[config.mk]
export PLATFORM = sky130hd
export DESIGN_NAME = api_frame_receiver
export DESIGN_NICKNAME = d
export VERILOG_FILES = /design/src/afr_pkg.sv /design/src/api_frame_receiver.sv
export SDC_FILE = /design/constraint.sdc
export NUM_CORES = 1
export LEC_CHECK = 0
export ABC_CLOCK_PERIOD_IN_PS = 6000
export CAP_MARGIN = 0
export CORE_ASPECT_RATIO = 0.7
export CORE_MARGIN = 3
export CORE_UTILIZATION = 45
export CTS_BUF_LIST = sky130_fd_sc_hd__clkbuf_4
export DETAILED_ROUTE_END_ITERATION = 10
export DONT_BUFFER_PORTS = 1
export PLACE_DENSITY = 0.65
export SYNTH_ARGS = -nofsm -noshare
export SYNTH_HDL_FRONTEND = slang
export SYNTH_SLANG_ARGS = --single-unit
[constraint.sdc]
create_clock -name i_clk -period 6 [get_ports i_clk]
set_input_delay 0.3 -clock i_clk [delete_from_list [all_inputs] [get_ports i_clk]]
set_output_delay 0.3 -clock i_clk [all_outputs]
set_load 0.02 [all_outputs]
[src/afr_pkg.sv]
`timescale 1ns / 1ps
// afr_pkg: sizes, frame constants and result codes of the api frame receiver
// no dependencies; used by api_frame_receiver

package afr_pkg;

    // frame buffer and payload sizes
    localparam int BUFFER_BYTES  = 64;
    localparam int PAYLOAD_BYTES = 16;

    // derived widths
    localparam int POS_W     = $clog2(BUFFER_BYTES + 1);
    localparam int ADDR_W    = $clog2(BUFFER_BYTES);
    localparam int RUN_BYTES = 8 + PAYLOAD_BYTES;
    localparam int IDX_W     = $clog2(RUN_BYTES);

    // frame format
    localparam logic [7:0] DELIM       = 8'h7E;
    localparam logic [7:0] TYPE_STATUS = 8'h8A;
    localparam logic [7:0] TYPE_RX64   = 8'h80;
    localparam logic [7:0] SUM_OK      = 8'hFF;
    localparam int RX64_OVERHEAD = 11;
    localparam int HDR_TRAIL     = 4;
    localparam int MAX_LEN       = BUFFER_BYTES - HDR_TRAIL;
    localparam int RX64_LEN      = RX64_OVERHEAD + PAYLOAD_BYTES;
    localparam int STATUS_LEN    = 2;
    localparam int ADDR_BYTES    = 8;
    localparam int ADDR_START    = 4;
    localparam int PAYLOAD_START = 14;

    // outcome codes
    localparam logic [2:0] OC_DATA     = 3'd0;
    localparam logic [2:0] OC_STATUS   = 3'd1;
    localparam logic [2:0] OC_SIZE     = 3'd2;
    localparam logic [2:0] OC_TYPE     = 3'd3;
    localparam logic [2:0] OC_BAD_SUM  = 3'd4;
    localparam logic [2:0] OC_LEN_REJ  = 3'd5;

endpackage

[src/api_frame_receiver.sv]
`timescale 1ns / 1ps
// api_frame_receiver: byte-serial api frame parser, 64-bit address receive frames
// latency: a status or error outcome is loaded at the edge that accepts the byte that ends
//   or rejects the frame and is valid in the next cycle; a good data frame loads none there
// throughput: one byte per cycle while receiving and the output register is free; a good data frame then
//   streams 8+PAYLOAD_BYTES results, each through a frame buffer read, then an output load
// the registered frame buffer read paces the run; input is stalled during the run
// reset: synchronous active low, clears sequencer, position, length, sum, run index and output valid

module api_frame_receiver (
    input  logic       i_clk,
    input  logic       i_rst_n,
    input  logic       i_valid,
    output logic       o_stall,
    input  logic [7:0] i_rx_byte,
    output logic       o_valid,
    input  logic       i_stall,
    output logic [2:0] o_outcome,
    output logic [7:0] o_data_byte,
    output logic [4:0] o_byte_index,
    output logic       o_is_address,
    output logic [7:0] o_modem_status,
    output logic       o_last
);

    typedef enum logic [2:0] {
        ST_RECV  = 3'b001,
        ST_FETCH = 3'b010,
        ST_SEND  = 3'b100
    } t_state;

    t_state r_state, n_state;

    logic [afr_pkg::POS_W-1:0]  r_pos, n_pos;
    logic [afr_pkg::POS_W-1:0]  r_len, n_len;
    logic [7:0]                 r_len_hi, n_len_hi;
    logic [7:0]                 r_sum, n_sum;
    logic [7:0]                 r_type, n_type;
    logic [7:0]                 r_status, n_status;
    logic [afr_pkg::IDX_W-1:0]  r_idx, n_idx;

    logic       r_out_valid, n_out_valid;
    logic [2:0] r_outcome, n_outcome;
    logic [7:0] r_data, n_data;
    logic [4:0] r_index, n_index;
    logic       r_is_addr, n_is_addr;
    logic [7:0] r_mstat, n_mstat;
    logic       r_last, n_last;

    logic [7:0] r_mem [afr_pkg::BUFFER_BYTES];
    logic [7:0] r_rd_data;

    logic                      out_free;
    logic                      accept;
    logic [afr_pkg::POS_W-1:0] pos_inc;
    logic [15:0]               len16;
    logic [7:0]                sum_nxt;
    logic [7:0]                type_cur;
    logic                      frame_done;
    logic [afr_pkg::ADDR_W-1:0] rd_addr;
    logic                      run_end;

    // handshake
    assign out_free = !r_out_valid || !i_stall;
    assign o_stall  = !((r_state == ST_RECV) && out_free);
    assign accept   = i_valid && !o_stall;

    // frame buffer address for the run: address bytes, then payload bytes
    always_comb begin
        if (r_idx < afr_pkg::IDX_W'(afr_pkg::ADDR_BYTES)) begin
            rd_addr = afr_pkg::ADDR_W'(r_idx) + afr_pkg::ADDR_W'(afr_pkg::ADDR_START);
        end else begin
            rd_addr = afr_pkg::ADDR_W'(r_idx)
                    + afr_pkg::ADDR_W'(afr_pkg::PAYLOAD_START - afr_pkg::ADDR_BYTES);
        end
    end

    assign run_end  = (r_idx == afr_pkg::IDX_W'(afr_pkg::RUN_BYTES - 1));
    assign pos_inc  = r_pos + afr_pkg::POS_W'(1);
    assign len16    = {r_len_hi, i_rx_byte};
    assign sum_nxt  = r_sum + i_rx_byte;
    assign type_cur = (pos_inc == afr_pkg::POS_W'(afr_pkg::ADDR_START)) ? i_rx_byte : r_type;
    assign frame_done = (pos_inc == (r_len + afr_pkg::POS_W'(afr_pkg::HDR_TRAIL)))
                     || (pos_inc >= afr_pkg::POS_W'(afr_pkg::BUFFER_BYTES));

    // sequencer and result register
    always_comb begin
        n_state     = r_state;
        n_pos       = r_pos;
        n_len       = r_len;
        n_len_hi    = r_len_hi;
        n_sum       = r_sum;
        n_type      = r_type;
        n_status    = r_status;
        n_idx       = r_idx;
        n_out_valid = r_out_valid;
        n_outcome   = r_outcome;
        n_data      = r_data;
        n_index     = r_index;
        n_is_addr   = r_is_addr;
        n_mstat     = r_mstat;
        n_last      = r_last;

        if (r_out_valid && !i_stall) begin
            n_out_valid = 1'b0;
        end

        case (r_state)
            ST_RECV: begin
                if (accept) begin
                    n_pos = pos_inc;
                    if (pos_inc == afr_pkg::POS_W'(1)) begin
                        // hunt for the delimiter
                        if (i_rx_byte != afr_pkg::DELIM) begin
                            n_pos = '0;
                        end
                    end else if (pos_inc == afr_pkg::POS_W'(2)) begin
                        n_len_hi = i_rx_byte;
                    end else if (pos_inc == afr_pkg::POS_W'(3)) begin
                        // length check
                        if (len16 > 16'(afr_pkg::MAX_LEN)) begin
                            n_pos       = '0;
                            n_sum       = '0;
                            n_len       = '0;
                            n_out_valid = 1'b1;
                            n_outcome   = afr_pkg::OC_LEN_REJ;
                            n_data      = '0;
                            n_index     = '0;
                            n_is_addr   = 1'b0;
                            n_mstat     = '0;
                            n_last      = 1'b1;
                        end else begin
                            n_len = afr_pkg::POS_W'(len16);
                        end
                    end else begin
                        n_sum = sum_nxt;
                        if (pos_inc == afr_pkg::POS_W'(afr_pkg::ADDR_START)) begin
                            n_type = i_rx_byte;
                        end
                        if (pos_inc == afr_pkg::POS_W'(afr_pkg::ADDR_START + 1)) begin
                            n_status = i_rx_byte;
                        end
                        // frame end: classify
                        if (frame_done) begin
                            n_pos       = '0;
                            n_sum       = '0;
                            n_len       = '0;
                            n_out_valid = 1'b1;
                            n_data      = '0;
                            n_index     = '0;
                            n_is_addr   = 1'b0;
                            n_mstat     = '0;
                            n_last      = 1'b1;
                            if (sum_nxt != afr_pkg::SUM_OK) begin
                                n_outcome = afr_pkg::OC_BAD_SUM;
                            end else if (type_cur == afr_pkg::TYPE_STATUS
                                         && 16'(r_len) == 16'(afr_pkg::STATUS_LEN)) begin
                                n_outcome = afr_pkg::OC_STATUS;
                                n_mstat   = r_status;
                            end else if (type_cur == afr_pkg::TYPE_RX64) begin
                                if (16'(r_len) == 16'(afr_pkg::RX64_LEN)) begin
                                    n_out_valid = 1'b0;
                                    n_idx       = '0;
                                    n_state     = ST_FETCH;
                                end else begin
                                    n_outcome = afr_pkg::OC_SIZE;
                                end
                            end else begin
                                n_outcome = afr_pkg::OC_TYPE;
                            end
                        end
                    end
                end
            end
            ST_FETCH: begin
                n_state = ST_SEND;
            end
            ST_SEND: begin
                // load one address or payload byte
                if (out_free) begin
                    n_out_valid = 1'b1;
                    n_outcome   = afr_pkg::OC_DATA;
                    n_data      = r_rd_data;
                    n_index     = 5'(r_idx);
                    n_is_addr   = (r_idx < afr_pkg::IDX_W'(afr_pkg::ADDR_BYTES));
                    n_mstat     = '0;
                    n_last      = run_end;
                    if (run_end) begin
                        n_state = ST_RECV;
                    end else begin
                        n_idx   = r_idx + afr_pkg::IDX_W'(1);
                        n_state = ST_FETCH;
                    end
                end
            end
            default: begin
                n_state = ST_RECV;
            end
        endcase
    end

    // control registers
    always_ff @(posedge i_clk) begin
        if (!i_rst_n) begin
            r_state     <= ST_RECV;
            r_pos       <= '0;
            r_len       <= '0;
            r_sum       <= '0;
            r_idx       <= '0;
            r_out_valid <= 1'b0;
        end else begin
            r_state     <= n_state;
            r_pos       <= n_pos;
            r_len       <= n_len;
            r_sum       <= n_sum;
            r_idx       <= n_idx;
            r_out_valid <= n_out_valid;
        end
    end

    // payload registers
    always_ff @(posedge i_clk) begin
        r_len_hi  <= n_len_hi;
        r_type    <= n_type;
        r_status  <= n_status;
        r_outcome <= n_outcome;
        r_data    <= n_data;
        r_index   <= n_index;
        r_is_addr <= n_is_addr;
        r_mstat   <= n_mstat;
        r_last    <= n_last;
    end

    // frame buffer, one write and one registered read
    always_ff @(posedge i_clk) begin
        if (accept && r_pos < afr_pkg::POS_W'(afr_pkg::BUFFER_BYTES)) begin
            r_mem[r_pos[afr_pkg::ADDR_W-1:0]] <= i_rx_byte;
        end
        if (r_state == ST_FETCH) begin
            r_rd_data <= r_mem[rd_addr];
        end
    end

    // outputs
    assign o_valid        = r_out_valid;
    assign o_outcome      = r_outcome;
    assign o_data_byte    = r_data;
    assign o_byte_index   = r_index;
    assign o_is_address   = r_is_addr;
    assign o_modem_status = r_mstat;
    assign o_last         = r_last;

endmodule
### Yosys cells after proc, flatten, opt, wreduce, memory -nomap -nowiden

Memory sizes are Yosys's and may differ from the RTL's. A register that Yosys moved wholly into a read port is not among the register bits.
Index checks and enable logic that the tools add are counted.

* output and inout bits: 28
* bits of input ports: 12
* register bits: 81
* logic and storage cells: 187
* RAM bits: 512
* memories kept: 1

Memories
* r_mem: words 64, width 8, rd ports 1, clocked after Yosys merged registers in 1, write ports 1, RTL line api_frame_receiver.sv:50 `logic [7:0] r_mem [afr_pkg::BUFFER_BYTES];`

* multiplexer cells: 105
* $lt $le $gt $ge: 4
* reduce and logical (&&, ||, !) cells: 22
* bitwise operators: 3
* equal/unequal tests: 31
* add/sub/neg operators: 6

Operators by type and width (count)
* 8-bit two-way mux: 18
* 5-bit two-way mux: 18
* 3-bit two-way mux: 21
* 7-bit two-way mux: 9
* 8-bit one-hot mux with 2 select lines: 2
* 1-bit two-way mux: 28
* 7-bit by 2-bit == test with 1-bit output, second input constant: 3
* 5-bit one-hot mux with 2 select lines: 2
* 2-bit != test, second input constant: 9
* 8-bit == test, second input constant: 2
* 16-bit by 6-bit > comparator with 1-bit output, second input constant: 1
* 5-bit AND reduction: 3
* 7-bit by 3-bit == test with 1-bit output, second input constant: 2
* 5-bit by 3-bit adder with 6-bit output, second input constant: 2
* 12-bit AND reduction: 1
* 10-bit AND reduction: 1
* 3-bit one-hot mux with 3 select lines: 1
* 8-bit adder: 1
* 8-bit by 7-bit != test with 1-bit output, second input constant: 1
* 8-bit != test, second input constant: 1
* 8-bit AND reduction: 1
* 7-bit by 1-bit adder with 7-bit output, second input constant: 1
* 7-bit by 3-bit adder with 7-bit output, second input constant: 1
* 7-bit by 1-bit == test with 1-bit output, second input constant: 1
* other kinds (26): 41

### Depth between registers and ports, before layout

Gate-level depths: netlist (run 1).

* word-level depth: 13
* depth in mapped cells: 12
* gate-level depth less buffers: 10

### Worst setup path after synthesis (run 1)

No wires, ideal clock.

* path kind: flip-flop to flip-flop
* start point: reg r_pos[0] (netlist name)
* end point: reg r_outcome[0], in the netlist o_outcome[0] (enable)
* required time: 5.653 ns
* arrival time: 2.967 ns
* stages on the path, launching flop included: 12
* period minus slack after synthesis: 3.314 ns
* path buffers: 2
* library setup time: 0.347 ns
* path slack: 2.686 ns
* path through: dfxtp_1 ha_1 buf_6 a311oi_1 a31oi_2 nor4_4 and2_1 buf_2 o21ai_2 nor2_1 o21a_1 a21boi_0

* cells in the longest elaborated chain, start to end: 7
* elaborated cells between the ends (all ways): 18
* classes of those cells: add/sub: 1; order compare: 1; eq/ne: 12; mux: 1; reduce/logical: 3

RTL lines
* start: declaration: RTL line api_frame_receiver.sv:34 `logic [afr_pkg::POS_W-1:0] r_pos, n_pos;`
* start signal: assignment: RTL line api_frame_receiver.sv:213 `r_pos <= n_pos;`
* 7-bit by 1-bit adder with 7-bit output (*): RTL line api_frame_receiver.sv:79 `assign pos_inc = r_pos + afr_pkg::POS_W'(1);`
* 7-bit by 3-bit == test with 1-bit output: RTL line api_frame_receiver.sv:82 `assign type_cur = (pos_inc == afr_pkg::POS_W'(afr_pkg::ADDR_START)) ? i_rx_byte : r_type;`
* 8-bit two-way mux
* 8-bit == test: RTL line api_frame_receiver.sv:156 `end else if (type_cur == afr_pkg::TYPE_STATUS`
* 1-bit logical AND: RTL line api_frame_receiver.sv:157 `&& 16'(r_len) == 16'(afr_pkg::STATUS_LEN)) begin`
* 6-bit != test (no source line)
* 8-bit AND reduction (no source line) (*)
* end signal: assignment: RTL line api_frame_receiver.sv:226 `r_outcome <= n_outcome;`
* end: declaration: RTL line api_frame_receiver.sv:43 `logic [2:0] r_outcome, n_outcome;`

Mark *: on every way between the ends. The rest lies on a longest branch, timed or not.
A chain may end at the register's enable or synchronous reset.

### Worst setup path in the final report (run 1)

* start point: reg r_pos[1] (netlist name)
* end point: reg r_outcome[2], in the netlist o_outcome[2] (enable)

The elaborated chain is that of the path after synthesis.

==> flow_metrics.tcl, run 1 <==
set metrics [dict create \
    drt_pass1_iterations 5 \
    yosys_most_used_dff "edfxtp_1" \
    cts_buffer_depth 3 \
    grt_usage_pct 20.41 \
    wl_um 48890 \
    clk_latency_ns 0.83 \
    nFillCells 3820 \
    grt_setup_unrepaired "false" \
    critPathRequiredTime_ns 6.44 \
    grt_antenna_before_repair 9 \
    final_cell_mix "edfxtp_1, clkbuf_4, mux4_2" \
    die_x_um 262.2 \
    cts_sinks 505 \
    cts_tree "yes" \
    hold_viol_final 0 \
    synth_area_um2 20680 \
    die_h_um 185.3 \
    synth_fp_nets 1240 \
    drv_slew 0 \
    p_leak_nw 7.477 \
    grt_pass1_wl_um 73030 \
    die-area_um2 48600 \
    combPwrFrac_pct 1.6 \
    p_per_area_nw_per_um2 286.0 \
    detail-route-antenna-nets 0 \
    grt_pass1_vias 11530 \
    finalNetCount 1330 \
    critPathArrivalTime_ns 4.80 \
    clock_skew_ns 0.04922 \
    grt_max_degree 105 \
    first_iter_violations 1322 \
    highest_layer "met5" \
    finalCriticalPeriod_ns 4.361 \
    multi_input_area_um2 5500 \
    post_cts_resized 0 \
    max_freq_mhz 229.3 \
    drc 0 \
    seqPwrFrac_pct 58.2 \
    endpoint_kind "register" \
    drive_above_1_share_pct 24.31 \
    path_clk_slew_ns 0.07 \
    synth-edff-count 474 \
    async_reset_ff_share_pct 0 \
    place_inst 1762 \
    met2_length_um 20950 \
    seqCellArea_um2 14860 \
    wl_met1_um 21540 \
    avgSynthCellArea_um2 17.15 \
    grt-ovfl-total 0 \
    yosysWarnings 0 \
    vias_per_cell 5.789 \
    cp-startpoint "r_pos[1]" \
    start_kind "register" \
    fin_cells 2000 \
    critPathKind "register to register" \
    reg2reg_slack_ns 1.64 \
    coreArea_um2 45220 \
    fin_crit_sh_pct 72.68 \
    cts_root_buffer "clkbuf_4" \
    crit_slowest_cell "o21a_1" \
    final_common_cell "edfxtp_1" \
    drv_cap 0 \
    initial_core_util_pct 45.73 \
    ir_drop_v 0.0001773 \
    hold_path.class "primary input to register" \
    rows 65 \
    cp_max_fo 24 \
    worst_pin_slew_ns 1.204 \
    crit_path_end "o_outcome[2]" \
    syn_to_final_growth_pct 11.76 \
    internal_power_w 0.005211 \
    fin_tns_setup_ns 0 \
    setup_viol_count_final 0 \
    rr_worst_depth 9 \
    ys_types 68 \
    synth_seq_cells 505 \
    critPathMaxStageDelay_ns 0.81 \
    finalPower_w 0.006608 \
    dpl.hpwl_um 27150 \
    vias 11580 \
    port-buffer-count 0 \
    syn_inst 1206 \
    power_switching_w 0.001397 \
    wl_met3_um 5223 \
    max_slew_margin_pct 19.12 \
    clkPwrFrac_pct 40.2 \
    crit_chain "ha_1 -> and3_1 -> a31oi_2 -> nor4_4 -> and2_1 -> o21ai_2 -> nor2_1 -> o21a_1 -> a21boi_0" \
    rr_startpoint "r_pos[1]" \
    htree_levels 3 \
    routabilityCongestion 0.8260 \
    io_pins 40 \
    status "complete, no violations" \
    rr_endpoint "o_outcome[2]" \
    hold_depth 4 \
    sw_frac_of_total_pct 21.14 \
    cts_buffers 113 \
    wl_per_cell_um 24.44 \
    ys_seq_area_share_pct 71.84 \
]
stage by stage:
step | hold slack [ns] | setup slack (ns) | utilization (%) | area (µm²)
3_5_place_dp | 0.4067 | 1.678 | 47.05 | 21280
6_report | 0.09437 | 1.639 | 51.10 | 23110
3_3_place_gp | 0.4053 | 1.958 | 47.05 | 21280
5_1_grt | 0.07623 | 1.272 | 51.10 | 23110
4_1_cts | 0.006256 | 1.673 | 51.04 | 23080
2_1_floorplan | 0.3989 | 2.686 | - | 20680
layer usage:
| layer | GRT usage (%) | vias to the layer above |
|---|---|---|
| li1 | - | 5048 |
| met1 | 29.63 | 5878 |
| met2 | 29.15 | 536 |
| met3 | 7.197 | 112 |
| met4 | 6.070 | 4 |
| met5 | 0 | - |
critical path: cells and delay by family (launching register included):
| family | cells | cell delay [ns] |
|---|---|---|
| fa+ha+maj | 1 | 0.47 |
| flops | 1 | 0.58 |
| simple gates | 4 | 1.29 |
| compound gates | 4 | 1.63 |
power by group through the flow:
stage	combinational, W	sequential [W]	clock (W)
2_1_floorplan	0.0000198	0.00392	0
3_3_place_gp	0.0000245	0.00392	0
3_5_place_dp	0.0000247	0.00392	0
4_1_cts	0.000109	0.00384	0.00271
5_1_grt	0.000116	0.00384	0.00290
6_report	0.000108	0.00384	0.00266
layout make-up:
class                   instances  share of cell area, %
clock inverters                27                 0.4656
diodes                         11                 0.1191
clock buffers                 178                  5.783
multi-input cells             626                  23.80
flip-flops and latches        505                  64.30
inverters                      19                 0.3086
repair buffers                 31                  1.960
well taps                     603                  3.265
repair_timing:
| action | 4_1_cts | 5_1_grt |
|---|---|---|
| buffers inserted | 0 | 0 |
| hold endpoints to repair | 471 | 0 |
| hold buffers | 22 | 0 |
| endpoints found under the setup margin | 0 | 0 |
cell usage after synthesis, drive strengths merged (8+ instances only):
library cell	number	area share (%)
edfxtp	474	69
nor2	110	2.1
mux4	104	11
nand2	91	1.7
nand3	47	1.2
a21oi	41	0.99
dfxtp	31	3.0
buf	29	0.80
clkbuf	27	0.49
a22oi	24	0.87
ha	21	1.3
nand4	20	0.61
and2	19	0.57
inv	19	0.34
nor3	15	0.44
xnor2	15	0.64
o21ai	13	0.33
mux2i	11	0.53
a21o	8	0.29
mux2	8	0.45
worst min path at each step:
stage,startpoint,to,slack [ns]
floorplan,i_rx_byte[0],r_len_hi[0],0.40
global placement,i_rx_byte[7],r_mem[12][7],0.41
detailed placement,i_rx_byte[0],r_mem[14][0],0.41
CTS,i_rx_byte[4],r_sum[4],0.006
global route,i_rx_byte[3],r_len[4],0.08
finish,i_rx_byte[4],r_sum[4],0.09
flip-flops by register name, indices dropped and copies added (netlist names), 3 cells and up:
signal	count
r_mem	416
o_data_byte	8
o_modem_status	8
r_len_hi	8
r_rd_data	8
r_status	8
r_sum	8
r_type	8
r_len	7
r_pos	7
o_byte_index	5
r_idx	5
o_outcome	3
r_state	3
logic make-up (layout without fill, tap and decap cells):
group	count (synthesis)	in the layout	share of synthesized area [%]
flops	505	505	71.84
compound gates	118	118	3.861
simple gates	342	342	8.090
fa+ha+maj	22	22	1.368
xor+xnor	21	21	0.8895
mux	123	123	12.31
buf+inv	75	255	1.640
other cells	0	11	0
Note: power is estimated with default switching activity, not from simulation.
==> run 2, diff against run 1 <==
ABC_CLOCK_PERIOD_IN_PS = 3550   (was 6000)
PLACE_DENSITY = 0.67   (was 0.65)
clock period = 3.55 ns   (was 6 ns; I/O delays follow)
==> run 2 against run 1 <==
Against the previous run:
- wire length down 2.7%
- sequential power grew 69%
- register-to-register slack got worse by 1.4 ns
- via count up 0.95%
- design area rose by 2.4%
- sequential cell count did not move
- utilization grew 1.2 points
- first-iteration DRC count increased by 10%
- highest routed layer is now met4
- die area unchanged
- critical path type unchanged
- clock power rose by 72%
- critical path depth stayed put
- largest cell class unchanged
- final cell count is 2.8% higher
==> flow_metrics.tcl, run 2 (synthesized netlist as in run 1, its figures left out) <==
set metrics [dict create \
    ir_drop_v 0.0003031 \
    vias_per_cell 5.688 \
    hold_path.class "primary input to register" \
    vias 11690 \
    cts_tree "yes" \
    max_freq_mhz 305.4 \
    critPathKind "register to register" \
    p_per_area_nw_per_um2 475.6 \
    wl_um 47550 \
    hold_viol_final 0 \
    coreArea_um2 45220 \
    max_slew_margin_pct 46.76 \
    critPathRequiredTime_ns 4.22 \
    cp_max_fo 11 \
    grt-ovfl-total 0 \
    grt_pass1_wl_um 72610 \
    fin_crit_sh_pct 92.25 \
    start_kind "register" \
    drive_above_1_share_pct 28.21 \
    detail-route-antenna-nets 0 \
    finalNetCount 1399 \
    cts_setup_buffers 0 \
    die_h_um 185.3 \
    drc 0 \
    setup_viol_count_final 0 \
    final_cell_area_um2 23650 \
    die_x_um 262.2 \
    cts_sinks 505 \
    cts_root_buffer "clkbuf_4" \
    path_clk_slew_ns 0.07 \
    syn_to_final_growth_pct 14.40 \
    drt_pass1_iterations 5 \
    wl_per_cell_um 23.14 \
    final_cell_mix "edfxtp_1, clkbuf_4, mux4_2" \
    die-area_um2 48600 \
    first_iter_violations 1457 \
    clock_skew_ns 0.04604 \
    routabilityCongestion 0.8706 \
    htree_levels 3 \
    endpoint_kind "register" \
    rows 65 \
    grt_pass1_vias 11760 \
    drv_cap 0 \
    fin_tns_setup_ns 0 \
    drv_slew 0 \
    cts_buffer_depth 3 \
    cts_buffers 114 \
    io_pins 40 \
    critPathArrivalTime_ns 3.95 \
    grt_usage_pct 19.88 \
    placed_area_um2 21820 \
    grt_antenna_before_repair 3 \
    finalCriticalPeriod_ns 3.275 \
    worst_pin_slew_ns 0.7987 \
    clk_latency_ns 0.82 \
    port-buffer-count 0 \
    dpl.hpwl_um 28170 \
    status "complete, no violations" \
    final_common_cell "edfxtp_1" \
    p_leak_nw 7.849 \
    grt_setup_unrepaired "false" \
    grt_max_degree 60 \
    largest_register_ffs 416 \
    initial_core_util_pct 45.73 \
]
## run 2: cell count changes in the layout (fill, tap and decap cells not counted), sizes merged, moves of 2 or more
cell    change
diode       -9
clkbuf      -6
bufinv      +2
clkinv      -2
buf        +69
## run 2: timing repair
item | in CTS | in global routing
endpoints found under the setup margin | 0 | 18
gates resized for setup | 0 | 3
hold buffers | 21 | 0
endpoints found under the hold margin | 474 | 0
## run 2: layer usage
| metal | track usage (%) | routed length, µm |
|---|---|---|
| met5 | 0 | 0 |
| met4 | 5.228 | 659 |
| met3 | 4.900 | 4403 |
| met2 | 28.24 | 20610 |
| met1 | 30.72 | 21880 |
## run 2: path summary, 6_finish.rpt
check | start | endpoint | slack (ns) | depth (start not counted)
setup / recovery | r_pos[1] | o_modem_status[0] | 0.28 | 9
hold / removal | i_rx_byte[7] | o_outcome[1] | 0.11 | 5
setup reg to reg | r_pos[1] | o_modem_status[0] | 0.28 | 9
hold reg to reg | r_len[1] | r_len[1] | 0.50 | 2
## run 2: cell type report
cell class,instances,area [µm²]
Clock inverter,29,181.4
Clock buffer,172,1291
Multi-Input combinational cell,626,5507
Sequential cell,505,14860
Timing Repair Buffer,99,985.9
Antenna cell,2,5.005
Fill cell,3653,21560
Tap cell,603,754.5
Inverter,19,71.32
## run 2: critical path: stages (launching register included)
cell and delay (ns):
dfxtp_1 0.59, ha_2 0.40, and3_1 0.24, a31oi_2 0.14, nor3_2 0.20, nand3_2 0.31, mux2_2 0.33, and4b_1 0.22
or3b_1 0.56, nor2_2 0.16
## run 2: stage by stage
stage	util (%)	worst slack (ns)	instances	hold WS, ns	total power (W)
3_3_place_gp	48.25	0.3157	1831	0.2840	0.006672
6_report	52.31	0.2751	2055	0.1061	0.01125
3_5_place_dp	48.25	0.1799	1831	0.2830	0.006673
5_1_grt	52.31	0.01634	2055	0.1200	0.01170
4_1_cts	52.29	0.1698	2053	0.02832	0.01136
2_1_floorplan	-	0.2359	1206	0.2764	0.006663
## run 2: power by group
part / internal (W) / switching, W
clock network: 0.00235 / 0.00222
logic: 0.0000510 / 0.000136
registers: 0.00649 / 0.00000129
total: 0.00889 / 0.00235
